===== src/rtl/lprf_pkg.sv =====
`timescale 1ns / 1ps
`default_nettype none

package lprf_pkg;

	// Default size of the circular byte store.
	localparam int STORE_BYTES_DEF = 4096;

	// Result status codes.
	localparam logic [2:0] ST_STORED     = 3'd0;
	localparam logic [2:0] ST_COMMIT     = 3'd1;
	localparam logic [2:0] ST_DROP       = 3'd2;
	localparam logic [2:0] ST_READ       = 3'd3;
	localparam logic [2:0] ST_EMPTY      = 3'd4;
	localparam logic [2:0] ST_ZERO_LIMIT = 3'd5;

	// Class of an item as decided by the front end.
	typedef enum logic [1:0] {
		OP_APPEND,
		OP_APPEND_LAST,
		OP_READ
	} op_t;

	// One classified item waiting in the queue between front and back.
	typedef struct packed {
		op_t         op;
		logic [7:0]  data_byte;
		logic [15:0] read_limit;
	} item_t;

endpackage

`default_nettype wire


===== src/rtl/lprf_front.sv =====
`timescale 1ns / 1ps
`default_nettype none

module lprf_front (
	input  wire logic              clk,
	input  wire logic              arst_n,
	input  wire logic              start,
	output logic                   busy,
	input  wire logic              kind,
	input  wire logic [7:0]        data_byte,
	input  wire logic              last,
	input  wire logic [15:0]       read_limit,
	output logic                   item_valid,
	output lprf_pkg::item_t        item,
	input  wire logic              item_pop
);

	// Two entries let the back end finish one item while the next waits.
	localparam int DEPTH = 2;
	localparam int PW = $clog2(DEPTH);

	lprf_pkg::item_t entry_q [DEPTH];
	logic [PW-1:0]   wr_ptr_q;
	logic [PW-1:0]   rd_ptr_q;
	logic [PW:0]     fill_q;
	lprf_pkg::item_t incoming;
	logic            push;

	always_comb begin
		incoming.data_byte  = data_byte;
		incoming.read_limit = read_limit;
		if (kind) begin
			incoming.op = lprf_pkg::OP_READ;
		end else if (last) begin
			incoming.op = lprf_pkg::OP_APPEND_LAST;
		end else begin
			incoming.op = lprf_pkg::OP_APPEND;
		end
	end

	assign busy       = (fill_q == (PW+1)'(DEPTH));
	assign push       = start && !busy;
	assign item_valid = (fill_q != '0);
	assign item       = entry_q[rd_ptr_q];

	always_ff @(posedge clk) begin
		if (push) begin
			entry_q[wr_ptr_q] <= incoming;
		end
	end

	always_ff @(posedge clk or negedge arst_n) begin
		if (!arst_n) begin
			wr_ptr_q <= '0;
			rd_ptr_q <= '0;
			fill_q   <= '0;
		end else begin
			if (push) begin
				wr_ptr_q <= wr_ptr_q + 1'b1;
			end
			if (item_pop) begin
				rd_ptr_q <= rd_ptr_q + 1'b1;
			end
			if (push && !item_pop) begin
				fill_q <= fill_q + 1'b1;
			end else if (!push && item_pop) begin
				fill_q <= fill_q - 1'b1;
			end
		end
	end

endmodule

`default_nettype wire


===== config.mk =====
export PLATFORM = sky130hd
export DESIGN_NAME = lprf_front
export DESIGN_NICKNAME = d
export VERILOG_FILES = /design/src/rtl/lprf_pkg.sv /design/src/rtl/lprf_front.sv
export SDC_FILE = /design/constraint.sdc
export NUM_CORES = 1
export LEC_CHECK = 0
export BUFFER_PORTS_ARGS = -buffer_cell sky130_fd_sc_hd__buf_2
export CAP_MARGIN = 10
export CORE_MARGIN = 2
export CORE_UTILIZATION = 51
export DETAILED_ROUTE_END_ITERATION = 8
export PLACE_DENSITY = 0.88
export RECOVER_POWER = 25
export SYNTH_ARGS = -nofsm -noshare
export SYNTH_HDL_FRONTEND = slang
export SYNTH_SLANG_ARGS = --single-unit

===== constraint.sdc =====
create_clock -name clk -period 2.4 [get_ports clk]
set_input_delay 0.12 -clock clk [delete_from_list [all_inputs] [get_ports clk]]
set_output_delay 0.12 -clock clk [all_outputs]
set_load 0.02 [all_outputs]

## After elaboration in Yosys (flattened, before gate mapping)

Memories as Yosys holds them, arrays and structs flattened.
Cells that the tools add are included.

- Bits in writable memories: 52
- Memories: 1
- Flip-flop bits (word level): 4
- Bits of input ports: 30
- Word-level logic and storage cells: 23

- Mux-type cells: 6
- Reduce and logical (&&, ||, !) cells: 8
- $add $sub $neg: 4
- Eq/ne operators: 1

Memories:

| name | words | width | read ports | clocked after Yosys merged registers in | wr ports | RTL line | text |
|---|---|---|---|---|---|---|---|
| entry_q | 2 | 26 | 1 | 0 | 1 | lprf_front.sv:22 | `lprf_pkg::item_t entry_q [DEPTH];` |

Operators by type and width:

| kind | count |
|---|---|
| 2-bit two-way mux | 3 |
| 2-bit nonzero test | 2 |
| 1-bit logical AND | 3 |
| 1-bit logical NOT | 3 |
| 1-bit two-way mux | 3 |
| 1-bit adder (second input constant) | 2 |
| 2-bit by 1-bit adder with 2-bit output (second input constant) | 1 |
| 2-bit equality test (second input constant) | 1 |
| 2-bit by 1-bit subtractor with 2-bit output (second input constant) | 1 |

## Longest topological paths before layout

- Depth in word-level cells: 7
- Mapped depth: 7

## Worst setup path before layout

OpenSTA, ideal clock, no wires.

- Kind: register -> register
- Start: register fill_q[0]
- End: memory entry_q[0][0] (netlist bit), enable pin
- Period minus slack after synthesis: 2139 ps
- Path buffers: 0
- Setup time: 409 ps
- Arrival: 1730 ps
- Data required time: 1991 ps
- Path slack: 261 ps
- Cell stages (with the launch flop): 4
- Path through: dfrtp_1 > nand2b_1 > nand2_1 > nor2_1

- Word-level cells in the longest chain between the ends: 5

RTL lines:

| what | RTL line | text |
|---|---|---|
| start, declared | lprf_front.sv:25 | `logic [PW:0] fill_q;` |
| start signal, assigned | lprf_front.sv:65 | `fill_q <= fill_q + 1'b1;` |
| start signal, assigned | lprf_front.sv:67 | `fill_q <= fill_q - 1'b1;` |
| 2-bit equality test | lprf_front.sv:41 | `assign busy = (fill_q == (PW+1)'(DEPTH));` |
| 1-bit logical NOT | lprf_front.sv:42 | `assign push = start && !busy;` |
| 1-bit logical AND | lprf_front.sv:42 |  |
| 1-bit two-way mux | lprf_front.sv:47 | `if (push) begin` |
| 1-bit two-way mux (implied by the code) | lprf_front.sv:48 | `entry_q[wr_ptr_q] <= incoming;` |
| end, declared | lprf_front.sv:22 |  |

No other way between the ends.

## Worst setup path after layout

- Start: register fill_q[0]
- End: memory entry_q[0][21] (netlist bit), enable pin

Same word-level chain as after synthesis.

==> results.json <==
{
  "grt_max_degree": 21,
  "synthesis.area_um2": 2181,
  "initial_utilization": 0.5375,
  "clock-root-buffer": "clkbuf_8",
  "worstHoldEndpoint": "entry_q[0][18]",
  "drcViolationCount": 0,
  "nFillCells": 285,
  "path_cells": "nand2b_1 > nand2_1 > nor2_2 > buf_4",
  "area_growth_pct": 29.03,
  "slew_headroom": 0.6955,
  "comb_power_share": 0.388,
  "core_area_um2": 4058,
  "path_class": "reg2reg",
  "worst_slew_pin_slew_ns": 0.4563,
  "grt_pass1_wl_mm": 5.444,
  "final-hold-violation-count": 0,
  "clkPwrFrac": 0.179,
  "power.switching_w": 0.001046,
  "cp.required_ns": 2.41,
  "rsz0062_at_grt": "false",
  "multiInputGateArea_um2": 459.2,
  "worstHoldStart": "data_byte[2]",
  "clock_skew_ns": 0.003257,
  "r2r-start": "fill_q[0]",
  "r2r_end": "entry_q[0][21]",
  "slowest_delay_ns": 0.41,
  "grt_pass1_vias": 1143,
  "cp_slowest_cell": "dfrtp_1",
  "p_int_w": 0.002226,
  "diodes": 0,
  "p_per_area_nw_per_um2": 1163,
  "ios": 58,
  "clock_latency_ns": 0.30,
  "drt_pre_antenna_iters": 4,
  "drive_above_1_share": 0.4492,
  "holdCritPathClass": "in2reg",
  "synth_top_area_frac": 0.7160,
  "ys_warn_count": 0,
  "ys_top_cells_by_area": "edfxtp_1 72%, mux2_4 13%, dfrtp_1 4.6%",
  "setup_viol": 0,
  "critPathArrivalTime_ns": 1.70,
  "ir_drop_uv": 670.4,
  "wl_per_cell_um": 14.95,
  "die-area_um2": 4815,
  "worstSetupStartpointType": "flip-flop",
  "antenna_left": 0,
  "antenna_found_initial": 0,
  "power_w": 0.003272,
  "cts.sinks": 56,
  "reg2reg_setup_slack_ns": 0.71,
  "setup_tns_ns": 0,
  "p_sw_frac": 0.3198,
  "drt_iter0_markers": 33,
  "overflow": 0,
  "seq_area_frac_synth": 0.7619,
  "synth_fp_nets": 132,
  "portBuffers": 57,
  "whs_path_depth": 1,
  "fp.dieH_um": 69.39,
  "grt_use_total": 0.1511,
  "ff_latch_area_um2": 1662,
  "dp_slack_ns": 0.6973,
  "synth_area_per_cell_um2": 21.59,
  "cp_max_fo": 12,
  "cts.reportedPaths.clkPinSlew_ns": 0.09,
  "rows": 23,
  "endpoint_kind": "flip-flop",
  "p_leak_nw": 1.127,
  "status": "finished clean",
  "cts-buffers-inserted": 5,
  "power_frac_seq": 0.432,
  "final_cell_mix": "52 x edfxtp_1, 43 x buf_2, 19 x mux2_4, 19 x dlygate4sd3_1, 14 x clkbuf_1",
  "nets": 217,
  "slew_viol_final": 0,
  "post-route-min-period_ns": 1.687,
  "clk_path_buf_depth": 2,
  "layout_commonest_cell": "edfxtp_1",
  "tritoncts": "done",
  "yosysTopAreaCell": "edfxtp_1",
  "maxCapViolCount": 0,
  "synth.distinct_cells": 16,
  "ys_ff_latch": 56,
  "gp_congestion": 0.6751,
  "via_count": 1117,
  "max_freq_mhz": 592.6,
  "post-route-period-util": 0.7031,
  "detailed_place_hpwl_mm": 2.499,
  "htreeDepth": 2,
  "via_per_inst": 4.713,
  "die_x_um": 69.39,
  "wl_mm": 3.542,
  "reg2regPathDepth": 4,
  "fin_ws_ns": 0.7126,
  "synthCells": 101
}
==> timing repair <==
| action | CTS | global route |
|---|---|---|
| hold buffers | 15 | 4 |
| hold endpoints to repair | 30 | 8 |
| resized for setup | 0 | 0 |
| setup buffers | 0 | 0 |
==> critical path, delay by kind of cell (launching register included) <==
| family | cells | cell delay (ns) |
|---|---|---|
| and+or+nand+nor | 3 | 0.68 |
| DFF | 1 | 0.41 |
| buffers and inverters | 1 | 0.29 |
==> per-stage QoR <==
step	hold slack (ns)	utilization	std cells	area (um2)
after floorplan	-0.1756	-	101	2181
final	0.03324	0.6935	237	2814
after detailed placement	-0.06794	0.6235	210	2530
after global routing	0.03641	0.6935	237	2814
after global placement	-0.07405	0.6235	210	2530
after CTS	0.00004879	0.6879	233	2791
==> power by group through the flow <==
stage / Clock (W) / Combinational (W) / Sequential (W)
6_report: 0.000586 / 0.00127 / 0.00141
5_1_grt: 0.000643 / 0.00136 / 0.00143
4_1_cts: 0.000602 / 0.00129 / 0.00142
3_5_place_dp: 0 / 0.00127 / 0.00144
3_3_place_gp: 0 / 0.00123 / 0.00142
2_1_floorplan: 0 / 0.000977 / 0.00142
==> registers in the layout, indices dropped and copies added, names as in the netlist <==
signal	cells
entry_q	52
fill_q	2
rd_ptr_q	1
wr_ptr_q	1
==> final cells by class <==
class	count	share of cell area
Tap cell	50	0.02223
Clock inverter	3	0.01512
Multi-Input combinational cell	39	0.1632
Inverter	3	0.004002
Clock buffer	5	0.02446
Sequential cell	56	0.5905
Timing Repair Buffer	81	0.1805
==> cell families after synthesis <==
family        after synthesis  share of synthesized area
buf+inv                     6                    0.02869
xor+xnor                    5                    0.02008
mux                        26                     0.1670
flops                      56                     0.7619
fa+ha+maj                   1                   0.005736
simple gates                7                    0.01664
==> worst max path at each step <==
stage | from | endpoint | slack [ns] | cells after the start
final | fill_q[0] | entry_q[0][21] | 0.71 | 4
after global routing | fill_q[0] | entry_q[0][21] | 0.57 | 4
after CTS | fill_q[0] | entry_q[0][21] | 0.68 | 4
after detailed placement | fill_q[0] | entry_q[0][20] | 0.70 | 4
after global placement | fill_q[0] | entry_q[0][15] | 0.88 | 4
after floorplan | fill_q[0] | entry_q[0][0] | 0.26 | 3
==> per-layer routing <==
metal  wire length [um]  part of all wire  GRT usage  vias to the layer above
met5                  0                 0          0                        -
li1                   -                 -          -                      548
met2               1855              0.52     0.2703                       44
met1               1425              0.40     0.1755                      522
met4                 36             0.010    0.03268                        0
met3                225             0.064    0.05233                        3
==> Yosys cell counts <==
cell / number
nand2b_1: 1
buf_12: 2
or2_2: 1
ha_1: 1
dfrtp_1: 4
edfxtp_1: 52
mux2_4: 19
mux2_2: 7
nor2_1: 2
xor2_1: 3
buf_6: 1
nand2_1: 1
xnor2_1: 2
and3_1: 1
inv_1: 3
nor2b_1: 1
No activity file was read; power rests on OpenSTA's default activity.
